`config.mk`:
```
export PLATFORM = sky130hd
export DESIGN_NAME = utf8_to_utf16_transcoder
export DESIGN_NICKNAME = d
export VERILOG_FILES = /design/src/design/u8u16_pkg.sv /design/src/design/utf8_to_utf16_transcoder.sv /design/src/design/u8u16_front.sv /design/src/design/u8u16_queue.sv /design/src/design/u8u16_back.sv
export SDC_FILE = /design/constraint.sdc
export NUM_CORES = 1
export LEC_CHECK = 0
export ABC_AREA = 1
export ABC_CLOCK_PERIOD_IN_PS = 7900
export BUFFER_PORTS_ARGS = -buffer_cell sky130_fd_sc_hd__buf_2
export CORE_MARGIN = 2
export CORE_UTILIZATION = 50
export DETAILED_ROUTE_END_ITERATION = 10
export PLACE_DENSITY = 0.67
export SLEW_MARGIN = 20
export SYNTH_ARGS = -nofsm -noshare
export SYNTH_HDL_FRONTEND = slang
export SYNTH_HIERARCHICAL = 1
export SYNTH_SLANG_ARGS = --single-unit
```
`constraint.sdc`:
```
create_clock -name i_clk -period 7.9 [get_ports i_clk]
set_clock_uncertainty 0.1 [all_clocks]
set_input_delay 0 -clock i_clk [delete_from_list [all_inputs] [get_ports i_clk]]
set_output_delay 0 -clock i_clk [all_outputs]
set_load 0.02 [all_outputs]
```
`src/design/u8u16_pkg.sv`:
```
// shared types and constants for the utf-8 to utf-16 transcoder
// no dependencies; used by the front, queue, back and top level files
package u8u16_pkg;

    localparam logic [15:0] REPL_UNIT    = 16'hFFFD;
    localparam logic [20:0] MIN_LEN2     = 21'h00080;
    localparam logic [20:0] MIN_LEN3     = 21'h00800;
    localparam logic [20:0] MIN_LEN4     = 21'h10000;
    localparam logic [20:0] MAX_POINT    = 21'h10FFFF;
    localparam logic [20:0] SURR_FIRST   = 21'h0D800;
    localparam logic [20:0] SURR_LAST    = 21'h0DFFF;
    localparam logic [20:0] BMP_LAST     = 21'h0FFFF;
    localparam logic [15:0] HI_SURR_BASE = 16'hD800;
    localparam logic [15:0] LO_SURR_BASE = 16'hDC00;
    localparam logic [9:0]  SURR_MASK    = 10'h3FF;

    localparam logic [2:0] LEN_TWO   = 3'd2;
    localparam logic [2:0] LEN_THREE = 3'd3;
    localparam logic [2:0] LEN_FOUR  = 3'd4;

    localparam logic [1:0] TAIL_NONE   = 2'd0;
    localparam logic [1:0] TAIL_SINGLE = 2'd1;
    localparam logic [1:0] TAIL_PAIR   = 2'd2;

    localparam int QUEUE_DEPTH = 2;
    localparam int QUEUE_AW    = $clog2(QUEUE_DEPTH);
    localparam int QUEUE_CW    = $clog2(QUEUE_DEPTH + 1);

    // last slot index and the count that means full
    localparam logic [QUEUE_AW-1:0] QUEUE_LAST_SLOT = QUEUE_AW'(QUEUE_DEPTH - 1);
    localparam logic [QUEUE_CW-1:0] QUEUE_FULL_CNT  = QUEUE_CW'(QUEUE_DEPTH);

    // one classified byte: some replacement units, then up to two real units
    typedef struct packed {
        logic [1:0]  rep_cnt;
        logic [1:0]  tail_n;
        logic [15:0] tail_hi;
        logic [15:0] tail_lo;
        logic        last;
    } t_job;

endpackage

```
`src/design/utf8_to_utf16_transcoder.sv`:
```
// top level of the utf-8 to utf-16 transcoder
// depends on u8u16_pkg, u8u16_front, u8u16_queue and u8u16_back
//
//   channel | signals                                        | direction
//   --------+------------------------------------------------+----------
//   in      | i_in_valid, o_in_stall, i_byte_in, i_last_byte | byte in
//   out     | o_out_valid, i_out_stall, o_code_unit,         | unit out
//           | o_run_end, o_text_end                          |
//
// one byte is taken per cycle while the job queue has room; a job's code units
// go out through the output register once it reaches the head of the two-entry
// queue, one unit per cycle unless i_out_stall holds them, so a surrogate pair
// or a broken sequence holds the output for each extra unit
// o_in_stall rises only when the job queue is full, from its count register
// synchronous active-low reset clears the pending sequence, queue and output
module utf8_to_utf16_transcoder (
    input  logic        i_clk,
    input  logic        i_rst_n,
    input  logic        i_in_valid,
    output logic        o_in_stall,
    input  logic [7:0]  i_byte_in,
    input  logic        i_last_byte,
    output logic        o_out_valid,
    input  logic        i_out_stall,
    output logic [15:0] o_code_unit,
    output logic        o_run_end,
    output logic        o_text_end
);

    logic            accept;
    logic            push;
    logic            pop;
    logic            q_full;
    logic            q_nonempty;
    u8u16_pkg::t_job front_job;
    u8u16_pkg::t_job head_job;

    // the front end runs when a byte is offered and the queue has room; bytes that
    // give no unit (a lead or a middle continuation) only update the held state
    assign accept     = i_in_valid && !q_full;
    assign o_in_stall = q_full;

    u8u16_front u_front (
        .i_clk       (i_clk),
        .i_rst_n     (i_rst_n),
        .i_accept    (accept),
        .i_byte_in   (i_byte_in),
        .i_last_byte (i_last_byte),
        .o_push      (push),
        .o_job       (front_job)
    );

    // decouples classification from unit expansion
    u8u16_queue u_queue (
        .i_clk      (i_clk),
        .i_rst_n    (i_rst_n),
        .i_push     (push),
        .i_job      (front_job),
        .i_pop      (pop),
        .o_full     (q_full),
        .o_nonempty (q_nonempty),
        .o_head     (head_job)
    );

    // replacement units first, then the decoded unit or surrogate pair
    u8u16_back u_back (
        .i_clk       (i_clk),
        .i_rst_n     (i_rst_n),
        .i_job_valid (q_nonempty),
        .i_job       (head_job),
        .o_pop       (pop),
        .o_out_valid (o_out_valid),
        .i_out_stall (i_out_stall),
        .o_code_unit (o_code_unit),
        .o_run_end   (o_run_end),
        .o_text_end  (o_text_end)
    );

endmodule

```
`src/design/u8u16_front.sv`:
```
// front end: holds the partly assembled code point and classifies each byte
// into a job for the back end; depends on u8u16_pkg
module u8u16_front (
    input  logic            i_clk,
    input  logic            i_rst_n,
    input  logic            i_accept,
    input  logic [7:0]      i_byte_in,
    input  logic            i_last_byte,
    output logic            o_push,
    output u8u16_pkg::t_job o_job
);

    logic [20:0] r_partial, n_partial;
    logic [1:0]  r_held, n_held;
    logic [2:0]  r_expect, n_expect;

    logic        is_cont;
    logic        held_nz;
    logic [20:0] acc;
    logic [2:0]  held_inc;
    logic        bad;
    logic [19:0] supp;
    logic [1:0]  rep_cnt;
    logic [1:0]  tail_n;
    logic [15:0] tail_hi;
    logic [15:0] tail_lo;

    assign is_cont  = (i_byte_in[7:6] == 2'b10);
    assign held_nz  = (r_held != 2'd0);
    assign acc      = {r_partial[14:0], i_byte_in[5:0]};
    assign held_inc = {1'b0, r_held} + 3'd1;
    assign supp     = 20'(acc - u8u16_pkg::MIN_LEN4);

    always_comb begin
        case (r_expect)
            u8u16_pkg::LEN_TWO:   bad = (acc < u8u16_pkg::MIN_LEN2);
            u8u16_pkg::LEN_THREE: bad = (acc < u8u16_pkg::MIN_LEN3) ||
                                        ((acc >= u8u16_pkg::SURR_FIRST) &&
                                         (acc <= u8u16_pkg::SURR_LAST));
            default:              bad = (acc < u8u16_pkg::MIN_LEN4) ||
                                        (acc > u8u16_pkg::MAX_POINT);
        endcase
    end

    always_comb begin
        n_partial = r_partial;
        n_held    = r_held;
        n_expect  = r_expect;
        rep_cnt   = 2'd0;
        tail_n    = u8u16_pkg::TAIL_NONE;
        tail_hi   = u8u16_pkg::REPL_UNIT;
        tail_lo   = u8u16_pkg::REPL_UNIT;

        if (held_nz && is_cont) begin
            if (held_inc == r_expect) begin
                // sequence complete
                n_partial = '0;
                n_held    = 2'd0;
                n_expect  = 3'd0;
                if (bad || acc <= u8u16_pkg::BMP_LAST) begin
                    tail_n  = u8u16_pkg::TAIL_SINGLE;
                    tail_hi = bad ? u8u16_pkg::REPL_UNIT : acc[15:0];
                end else begin
                    tail_n  = u8u16_pkg::TAIL_PAIR;
                    tail_hi = u8u16_pkg::HI_SURR_BASE + {6'd0, supp[19:10]};
                    tail_lo = u8u16_pkg::LO_SURR_BASE
                              + {6'd0, supp[9:0] & u8u16_pkg::SURR_MASK};
                end
            end else if (i_last_byte) begin
                // text ends mid-sequence
                rep_cnt   = held_inc[1:0];
                n_partial = '0;
                n_held    = 2'd0;
                n_expect  = 3'd0;
            end else begin
                n_partial = acc;
                n_held    = held_inc[1:0];
            end
        end else begin
            // flush whatever is held, then decode as a fresh byte
            rep_cnt   = r_held;
            n_partial = '0;
            n_held    = 2'd0;
            n_expect  = 3'd0;
            if (!i_byte_in[7]) begin
                tail_n  = u8u16_pkg::TAIL_SINGLE;
                tail_hi = {8'd0, i_byte_in};
            end else if (i_byte_in[7:5] == 3'b110 || i_byte_in[7:4] == 4'b1110 ||
                         i_byte_in[7:3] == 5'b11110) begin
                if (i_last_byte) begin
                    tail_n = u8u16_pkg::TAIL_SINGLE;
                end else begin
                    n_held = 2'd1;
                    if (i_byte_in[7:5] == 3'b110) begin
                        n_expect  = u8u16_pkg::LEN_TWO;
                        n_partial = {16'd0, i_byte_in[4:0]};
                    end else if (i_byte_in[7:4] == 4'b1110) begin
                        n_expect  = u8u16_pkg::LEN_THREE;
                        n_partial = {17'd0, i_byte_in[3:0]};
                    end else begin
                        n_expect  = u8u16_pkg::LEN_FOUR;
                        n_partial = {18'd0, i_byte_in[2:0]};
                    end
                end
            end else begin
                // lone continuation or invalid lead
                tail_n = u8u16_pkg::TAIL_SINGLE;
            end
        end
    end

    assign o_push        = i_accept && ((rep_cnt != 2'd0) || (tail_n != u8u16_pkg::TAIL_NONE));
    assign o_job.rep_cnt = rep_cnt;
    assign o_job.tail_n  = tail_n;
    assign o_job.tail_hi = tail_hi;
    assign o_job.tail_lo = tail_lo;
    assign o_job.last    = i_last_byte;

    always_ff @(posedge i_clk) begin
        if (!i_rst_n) begin
            r_partial <= '0;
            r_held    <= 2'd0;
            r_expect  <= 3'd0;
        end else if (i_accept) begin
            r_partial <= n_partial;
            r_held    <= n_held;
            r_expect  <= n_expect;
        end
    end

endmodule

```
`src/design/u8u16_queue.sv`:
```
// short job queue between front and back end
// depends on u8u16_pkg for the job type and depth
module u8u16_queue (
    input  logic            i_clk,
    input  logic            i_rst_n,
    input  logic            i_push,
    input  u8u16_pkg::t_job i_job,
    input  logic            i_pop,
    output logic            o_full,
    output logic            o_nonempty,
    output u8u16_pkg::t_job o_head
);

    u8u16_pkg::t_job                r_slot [u8u16_pkg::QUEUE_DEPTH];
    logic [u8u16_pkg::QUEUE_AW-1:0] r_wr, r_rd;
    logic [u8u16_pkg::QUEUE_CW-1:0] r_cnt;
    logic                           do_pop;

    assign o_full     = (r_cnt == u8u16_pkg::QUEUE_FULL_CNT);
    assign o_nonempty = (r_cnt != '0);
    assign o_head     = r_slot[r_rd];
    assign do_pop     = i_pop && o_nonempty;

    always_ff @(posedge i_clk) begin
        if (i_push) begin
            r_slot[r_wr] <= i_job;
        end
    end

    always_ff @(posedge i_clk) begin
        if (!i_rst_n) begin
            r_wr  <= '0;
            r_rd  <= '0;
            r_cnt <= '0;
        end else begin
            if (i_push) begin
                r_wr <= (r_wr == u8u16_pkg::QUEUE_LAST_SLOT) ? '0 : r_wr + 1'b1;
            end
            if (do_pop) begin
                r_rd <= (r_rd == u8u16_pkg::QUEUE_LAST_SLOT) ? '0 : r_rd + 1'b1;
            end
            if (i_push && !do_pop) begin
                r_cnt <= r_cnt + 1'b1;
            end else if (!i_push && do_pop) begin
                r_cnt <= r_cnt - 1'b1;
            end
        end
    end

endmodule

```
`src/design/u8u16_back.sv`:
```
// back end: expands the head job into code units, one per cycle unless the
// output stalls, into the output register; depends on u8u16_pkg
module u8u16_back (
    input  logic            i_clk,
    input  logic            i_rst_n,
    input  logic            i_job_valid,
    input  u8u16_pkg::t_job i_job,
    output logic            o_pop,
    output logic            o_out_valid,
    input  logic            i_out_stall,
    output logic [15:0]     o_code_unit,
    output logic            o_run_end,
    output logic            o_text_end
);

    logic [1:0]  r_pos;
    logic        r_valid;
    logic [15:0] r_unit;
    logic        r_run_end;
    logic        r_text_end;

    logic        load;
    logic [2:0]  total;
    logic        at_end;
    logic [15:0] unit;

    assign load   = (!r_valid || !i_out_stall) && i_job_valid;
    assign total  = {1'b0, i_job.rep_cnt} + {1'b0, i_job.tail_n};
    assign at_end = ({1'b0, r_pos} == total - 3'd1);
    assign o_pop  = load && at_end;

    always_comb begin
        if (r_pos < i_job.rep_cnt) begin
            unit = u8u16_pkg::REPL_UNIT;
        end else if (r_pos == i_job.rep_cnt) begin
            unit = i_job.tail_hi;
        end else begin
            unit = i_job.tail_lo;
        end
    end

    always_ff @(posedge i_clk) begin
        if (load) begin
            r_unit     <= unit;
            r_run_end  <= at_end;
            r_text_end <= at_end && i_job.last;
        end
    end

    always_ff @(posedge i_clk) begin
        if (!i_rst_n) begin
            r_pos   <= 2'd0;
            r_valid <= 1'b0;
        end else begin
            if (load) begin
                r_valid <= 1'b1;
                r_pos   <= at_end ? 2'd0 : r_pos + 2'd1;
            end else if (!i_out_stall) begin
                r_valid <= 1'b0;
            end
        end
    end

    assign o_out_valid = r_valid;
    assign o_code_unit = r_unit;
    assign o_run_end   = r_run_end;
    assign o_text_end  = r_text_end;

endmodule

```
==> results.cfg, run 1 <==
[timing]
min_period_ns = 3.70
drv_slew = 0
rsz0062_at_grt = false
tns_ns = 0
clock.fmax_ghz = 0.271
slew_headroom = 0.339
hold_ws_ns = 0.0153
post-route-period-util = 0.468
setup_viol = 0
hold_viol = 0
tightestPinTransition_ns = 0.991

[floorplanning]
die_h_um = 113
io_pins = 33
rows = 39
dieWidth_um = 113
dieArea_um2 = 12700
core_um2 = 11500
start_util = 0.514

[logic_synthesis]
synth_ff_type = edfxtp_1
synth_seq_area_share = 0.563
async_flop_share = 0
synth_warnings = 6
synth_edf_count = 92
synth_area_um2 = 5900
ys_ff_latch = 120
syn_avg_cell_area_um2 = 10.8
synthCells = 547
yosys.cell_types.count = 47

[route]
drt_first_pass_iters = 5
via_per_inst = 5.35
drcViolationCount = 0
ant_nets = 0
via_count = 4032
wl_per_cell_um = 15.8
drtIter0Drc = 262
wirelength_um = 11900

[clock_network]
holdBufCountCts = 15
cts_max_level = 4
cts.sinks = 120
cts_resized = 0
max-clock-path-buffers = 2
cts_tree = yes
cts.clk_slew.worst_paths_ns = 0.06
numCtsBuffers = 17
clkLatencyLatePin_ns = 0.41
cts_setup_buffers = 0
cts-root-buf = clkbuf_16

[grt]
grt_pass1_wl_um = 19200
grt_busiest_layer = met2
use_met3 = 0.0437
grt_max_degree = 38
grt_util_met1 = 0.258
grt_pass1_vias = 3948
grt_util_met2 = 0.322
antenna_found_initial = 0
track_usage = 0.198
grt_overflow = 0

[cells_and_area]
final_common_cell = nand2_1
utilization = 0.596
layoutNonFillerInstCount = 753
n_antenna_cell = 0
regArea_um2 = 3330
fillers = 915
drive_gt1_frac = 0.200
multi_input_area_um2 = 2170
layout_common_cells = nand2_1, edfxtp_1, inv_1
layout.nets = 620
syn_to_final_growth_pct = 15.9

[placement]
dp_hpwl_um = 7920
dp.cells = 705
gp_congestion = 0.889
numPortBuffers = 32

[flow_run]
cap_viol_max_count = 0

[setup_path]
cp.arrival_ns = 3.71
cp-start-kind = flip-flop
crit_slowest_cell = nor3_2
crit_top_cell = inv_1
critPathMaxFanout = 21
cpPeakStageDelay_ns = 0.68
cp.required_ns = 7.91
worstPathCellList = inv_1 -> ha_1 -> nor3_2 -> nand2_1 -> inv_1 -> nand2_1 -> o22ai_1 -> inv_1 -> nand2_1 -> o21bai_1 -> nor2_1 -> nor2_1 -> inv_1 -> nor2_4 -> buf_16
crit_type = flip-flop to flip-flop
end_kind = flip-flop

[pwr]
powerDensity_nw_per_um2 = 291
p_leak_uw = 0.00262
ir_worst_vdd_mv = 0.210

[min_path]
hold_class = input pin to flip-flop

[run_status]
status = finished, final reports clean
routing by layer:
layer / part of all wire / vias up
met5: 0 / -
met4: 0.021 / 0
met3: 0.056 / 24
met2: 0.48 / 117
met1: 0.45 / 1910
li1: - / 1981
Yosys cell counts (2+ instances only):
library cell    n  area (µm²)
nand2_1       101         379
edfxtp_1       92        2760
inv_1          65         244
nor2_1         37         139
o21ai_0        36         180
nand3_1        31         155
mux2_4         30         450
dfxtp_1        28         561
a21oi_1        16        80.1
a211oi_1       11        82.6
ha_1           10         125
nand4_1         9        56.3
clkbuf_1        8        30.0
mux2_2          7        78.8
buf_4           6        45.0
nor3_1          6        30.0
buf_6           4        45.0
xnor2_1         4        35.0
xor2_1          4        35.0
buf_12          3        60.1
nand2_2         3        18.8
o21ai_1         3        15.0
o21ai_2         3        26.3
inv_2           2        7.51
nand4_4         2        42.5
nor2_2          2        12.5
nor4_1          2        12.5
o21a_1          2        15.0
o21bai_1        2        15.0
cell families after synthesis:
kind of cell             share of synthesized area
AND/OR/NAND/NOR                              0.157
XOR/XNOR                                    0.0119
AO/OA/AOI/OAI                               0.0825
other                                     0.000636
adder cells (fa/ha/maj)                     0.0212
flip-flops                                   0.563
buffers and inverters                       0.0740
multiplexers                                0.0897
per-stage QoR:
stage | total power, µW | instance area (µm²) | setup WS, ns
after floorplan | 1160 | 5910 | 3.97
final | 1990 | 6840 | 4.20
after global placement | 1250 | 6090 | 4.21
after CTS | 2000 | 6800 | 3.98
after global routing | 2090 | 6840 | 3.77
after detailed placement | 1260 | 6090 | 4.05
worst max-delay path: cells and delay by family, from the launching register on:
family | cells | cell delay, ns
adders and majority gates | 1 | 0.24
buffers and inverters | 5 | 0.65
AOI/OAI and AO/OA | 2 | 0.31
DFF | 1 | 0.40
and+or+nand+nor | 7 | 1.68
power breakdown:
part | internal, µW | switching [µW]
sequential | 780 | 37.5
combinational | 153 | 292
clock | 458 | 271
path summary, 6_finish.rpt:
check / slack, ns / startpoint / cells after the start / end
hold reg to reg: 0.40 / u_queue/r_rd$_SDFFE_PN0P_ / 2 / u_queue/r_rd$_SDFFE_PN0P_
hold / removal: 0.02 / i_byte_in[7] / 3 / u_queue/r_slot[0][32]$_DFFE_PP_
setup reg to reg: 4.20 / u_front/r_held[0]$_SDFFE_PN0P_ / 15 / u_queue/r_slot[0][34]$_DFFE_PP_
setup / recovery: 4.20 / u_front/r_held[0]$_SDFFE_PN0P_ / 15 / u_queue/r_slot[0][34]$_DFFE_PP_
state kept, by name, indices dropped and copies added, names as in the netlist, named ones only:
name and cells:
u_queue/r_slot 74, u_back/o_code_unit 16, u_front/r_partial 15, u_front/r_expect 3
u_back/r_pos 2, u_front/r_held 2, u_queue/r_cnt 2, u_back/o_out_valid 1
u_back/o_run_end 1, u_back/o_text_end 1, u_queue/r_rd 1, u_queue/r_wr 1
layout make-up:
cell class / count / share of cell area
Clock inverter: 14 / 0.0196
Tap cell: 143 / 0.0262
Timing Repair Buffer: 49 / 0.0505
Clock buffer: 18 / 0.0628
Inverter: 67 / 0.0368
Multi-Input combinational cell: 342 / 0.318
Sequential cell: 120 / 0.486
Note: power is estimated with default switching activity, not from simulation.
==> run 2: changes to the inputs <==
- ABC_CLOCK_PERIOD_IN_PS: 7900 -> 3400
- PLACE_DENSITY: 0.67 -> 0.7
- clock period: 7.9 -> 3.4 ns (I/O delays scaled with it)
==> run 2 against run 1 <==
Final area is 0.68% higher. Core utilization up 0.40 points. Register-to-register slack got worse by 3.8 ns.
==> results.cfg, run 2 (synthesis results as in run 1) <==
[run_status]
status = finished, final reports clean

[timing]
tightestPinTransition_ns = 0.557
min_period_ns = 2.99
tns_ns = 0
hold_viol = 0
post-route-period-util = 0.879
worst_slack_ns = 0.412
setup_viol = 0
slew_headroom = 0.628
rsz0062_at_grt = false
clock.fmax_ghz = 0.335
drv_slew = 0

[grt]
grt_overflow = 0
grt_pass1_wl_um = 19600
grt_max_degree = 38
antenna_found_initial = 0
track_usage = 0.200
grt_pass1_vias = 3965

[floorplanning]
dieWidth_um = 113
dieArea_um2 = 12700
core_um2 = 11500
io_pins = 33
die_h_um = 113
rows = 39
start_util = 0.514

[clock_network]
cts.clk_slew.worst_paths_ns = 0.05
clkLatencyLatePin_ns = 0.41
numCtsBuffers = 17
cts_resized = 0
cts.sinks = 120
cts_tree = yes
cts-root-buf = clkbuf_16
max-clock-path-buffers = 2
cts_max_level = 4

[cells_and_area]
largest_reg_flops = 74
n_antenna_cell = 0
largest_register = u_queue/r_slot
drive_gt1_frac = 0.202
fillers = 915
syn_to_final_growth_pct = 16.7
layout.nets = 624
layout_common_cells = nand2_1, edfxtp_1, inv_1
final_common_cell = nand2_1

[placement]
gp_congestion = 0.953
pre_cts_slack_ns = 0.462
dp_hpwl_um = 8070
numPortBuffers = 32

[setup_path]
rr_worst_depth = 12
r2r_start = u_front/r_held[0]$_SDFFE_PN0P_
crit_type = flip-flop to flip-flop
cp.arrival_ns = 3.24
cp-start-kind = flip-flop
critPathMaxFanout = 13
cp.required_ns = 3.65
rr_endpoint = u_front/r_expect[2]$_SDFFE_PN0P_
reg2reg_slack_ns = 0.41
end_kind = flip-flop

[route]
drt_first_pass_iters = 6
wirelength_um = 12100
via_count = 4157
drcViolationCount = 0
via_per_inst = 5.50
wl_per_cell_um = 16.0
drtIter0Drc = 297
ant_nets = 0

[min_path]
hold_class = input pin to flip-flop
hold_end = u_queue/r_slot[0][20]$_DFFE_PP_
min-delay-start = i_byte_in[7]
holdPathStages = 3

[flow_run]
cap_viol_max_count = 0

[pwr]
p_leak_uw = 0.00266
powerDensity_nw_per_um2 = 692
ir_worst_vdd_mv = 0.385
## run 2: routing by layer
layer | global-route usage | part of all wire | vias up
met4 | 0.0967 | 0.027 | 0
li1 | - | - | 1992
met2 | 0.320 | 0.47 | 183
met3 | 0.0486 | 0.059 | 30
met1 | 0.258 | 0.44 | 1952
met5 | 0 | 0 | -
## run 2: layout make-up
class | instances | area (µm²) | area share
clock buffer | 20 | 437 | 0.0634
clock inverter | 11 | 155 | 0.0225
inverter | 67 | 251 | 0.0365
multi-input combinational | 342 | 2160 | 0.314
sequential | 120 | 3320 | 0.483
tap | 143 | 179 | 0.0260
timing repair buffer | 53 | 378 | 0.0549
## run 2: repair_timing
item | CTS | global route
buffers inserted | 0 | 0
hold buffers | 14 | 0
endpoints found under the hold margin | 49 | 0
## run 2: through the flow
step | cells | total power [µW] | utilization | hold slack [ns] | area [µm²]
global placement | 711 | 2940 | 0.537 | 0.203 | 6150
finish | 756 | 4760 | 0.600 | 0.0433 | 6890
global route | 756 | 4980 | 0.600 | 0.0675 | 6890
CTS | 756 | 4800 | 0.600 | 0.00403 | 6890
detailed placement | 711 | 2960 | 0.537 | 0.219 | 6150
floorplan | 551 | 2700 | - | 0.0208 | 5920
## run 2: critical path, cell delays in order, from the launching register on
cell           delay (ns)
dfxtp_1              0.38
inv_1                0.11
ha_1                 0.33
xnor2_1              0.16
nand3_1              0.16
nand2_1              0.12
inv_1                0.07
nand2_1              0.10
nand2_1              0.14
inv_1                0.41
o21ai_0              0.15
a21oi_1              0.14
dlygate4sd3_1        0.56
## run 2: power by group
group | internal (µW) | switching, µW | total (µW)
registers | 1810 | 68.2 | 1880
logic | 370 | 703 | 1070
clock network | 1210 | 602 | 1810
total | 3390 | 1370 | 4760
## run 2: worst max-delay path by stage
stage                                               from                                to  slack, ns  cells after the start
after CTS                 u_front/r_held[0]$_SDFFE_PN0P_   u_queue/r_slot[0][20]$_DFFE_PP_       0.44                     16
final                     u_front/r_held[0]$_SDFFE_PN0P_  u_front/r_expect[2]$_SDFFE_PN0P_       0.41                     12
after global routing      u_front/r_held[0]$_SDFFE_PN0P_   u_queue/r_slot[1][11]$_DFFE_PP_       0.14                     16
after floorplan           u_front/r_held[0]$_SDFFE_PN0P_    u_queue/r_slot[0][0]$_DFFE_PP_       0.08                     15
after global placement    u_front/r_held[0]$_SDFFE_PN0P_   u_queue/r_slot[0][12]$_DFFE_PP_       0.63                     16
after detailed placement  u_front/r_held[0]$_SDFFE_PN0P_   u_queue/r_slot[0][11]$_DFFE_PP_       0.46                     16
==> run 3: changes to the inputs <==
- PLACE_DENSITY: 0.7 -> 0.69
==> run 3 against run 2 <==
Via count up 0.29%. Clock-buffer cell count down 2. Flip-flop and latch count unchanged. Critical path depth up 4. Register-to-register slack better by 0.06 ns. Clock power up 7%. Largest cell class unchanged.
==> results.cfg, run 3 (synthesis results as in run 1) <==
[setup_path]
cpPeakStageDelay_ns = 0.38
crit_type = flip-flop to flip-flop
crit_start = u_front/r_held[0]$_SDFFE_PN0P_
critPathTopFamily = simple AND/OR/NAND/NOR gates
endpoint = u_queue/r_slot[0][13]$_DFFE_PP_
end_kind = flip-flop
crit_top_cell = inv_1
cp.arrival_ns = 2.92
rr_worst_depth = 16
cp_num_cells = 16
path_buf_inv = 5
worstPathCellList = inv_1 -> ha_1 -> xnor2_1 -> nand3_1 -> nand2_1 -> inv_1 -> nand2_1 -> o22ai_1 -> inv_1 -> nand2_1 -> o21bai_1 -> nor2_1 -> nor2_1 -> inv_1 -> nor2_4 -> buf_12
critPathMaxFanout = 37
cp-start-kind = flip-flop
r2r_start = u_front/r_held[0]$_SDFFE_PN0P_
cp.required_ns = 3.39
reg2reg_slack_ns = 0.47
rr_endpoint = u_queue/r_slot[0][13]$_DFFE_PP_
crit_slowest_cell = dfxtp_1

[timing]
setup_viol = 0
rsz0062_at_grt = false
tightestPinTransition_ns = 0.569
drv_slew = 0
hold_viol = 0
post-route-period-util = 0.863
hold_ws_ns = 0.0524
min_period_ns = 2.93
clock.fmax_ghz = 0.341
slew_headroom = 0.620
tns_ns = 0

[grt]
antenna_found_initial = 0
grt_pass1_wl_um = 20500
grt_max_degree = 38
grt_pass1_vias = 4110
grt_overflow = 0
track_usage = 0.208

[cells_and_area]
syn_to_final_growth_pct = 17.3
fin_area_um2 = 6920
utilization = 0.604
largest_register = u_queue/r_slot
final_common_cell = nand2_1
layout_common_cells = nand2_1, edfxtp_1, inv_1
largest_reg_flops = 74
layout.nets = 623
fillers = 906
drive_gt1_frac = 0.206
n_antenna_cell = 0

[clock_network]
max-clock-path-buffers = 2
cts.sinks = 120
numCtsBuffers = 17
cts_tree = yes
clkLatencyLatePin_ns = 0.41
cts_max_level = 4
cts_setup_buffers = 0
cts-root-buf = clkbuf_16
cts.clk_slew.worst_paths_ns = 0.06

[run_status]
status = finished, final reports clean

[placement]
gp_congestion = 1.00
numPortBuffers = 32
place_area_um2 = 6160
dp_hpwl_um = 8250

[pwr]
ir_worst_vdd_mv = 0.336
total_power_uw = 4880
p_leak_uw = 0.00267
powerDensity_nw_per_um2 = 705

[route]
drt_first_pass_iters = 5
ant_nets = 0
via_per_inst = 5.51
drtIter0Drc = 449
drcViolationCount = 0
via_count = 4169
wl_per_cell_um = 16.3
wirelength_um = 12300

[floorplanning]
io_pins = 33
dieArea_um2 = 12700
die_h_um = 113
core_um2 = 11500
dieWidth_um = 113
start_util = 0.514
rows = 39

[min_path]
hold_class = input pin to flip-flop

[flow_run]
cap_viol_max_count = 0
==> run 3: timing repair <==
| item | in CTS | in global routing |
|---|---|---|
| endpoints found under the hold margin | 49 | 0 |
| gates resized for setup | 0 | 0 |
| hold buffers | 13 | 0 |
==> run 3: layout make-up <==
type	count	area (µm²)	area share
multi-input combinational	342	2170	0.313
clock inverter	14	205	0.0296
timing repair buffer	52	368	0.0531
sequential	120	3320	0.480
clock buffer	18	429	0.0620
tap	143	179	0.0258
inverter	67	251	0.0363
==> run 3: how the worst min path moves through the flow <==
stage	start	end	slack, ns	cells past startpoint
after global placement	i_out_stall	u_back/o_out_valid$_SDFFE_PN0P_	0.20	3
after floorplan	i_rst_n	u_queue/r_wr$_SDFFE_PN0P_	0.02	2
after detailed placement	i_last_byte	u_queue/r_slot[1][0]$_DFFE_PP_	0.23	1
after global routing	i_byte_in[7]	u_queue/r_slot[0][32]$_DFFE_PP_	0.06	3
after CTS	i_byte_in[7]	u_queue/r_slot[0][32]$_DFFE_PP_	0.009	3
final	i_byte_in[7]	u_queue/r_slot[1][17]$_DFFE_PP_	0.05	3
==> run 3: tightest hold or removal path, stage by stage <==
cell	delay, ns
buf_2	0.20
o21ai_0	0.11
o21ai_0	0.12
==> run 3: where the power goes <==
group          switching, µW  internal [µW]  total [µW]
clock network            635           1290        1930
registers               69.9           1810        1880
logic                    705            369        1070
==> run 3: through the flow <==
stage               worst slack, ns  std cells
floorplan                    0.0804        551
global placement              0.625        711
detailed placement            0.506        711
CTS                           0.466        756
global route                  0.257        756
finish                        0.467        756
==> run 3: layer usage <==
layer	GRT usage	up-vias	routed length (µm)
li1	-	1994	-
met1	0.272	1976	5350
met2	0.334	165	5890
met3	0.0448	34	755
met4	0.0927	0	340
met5	0	-	0
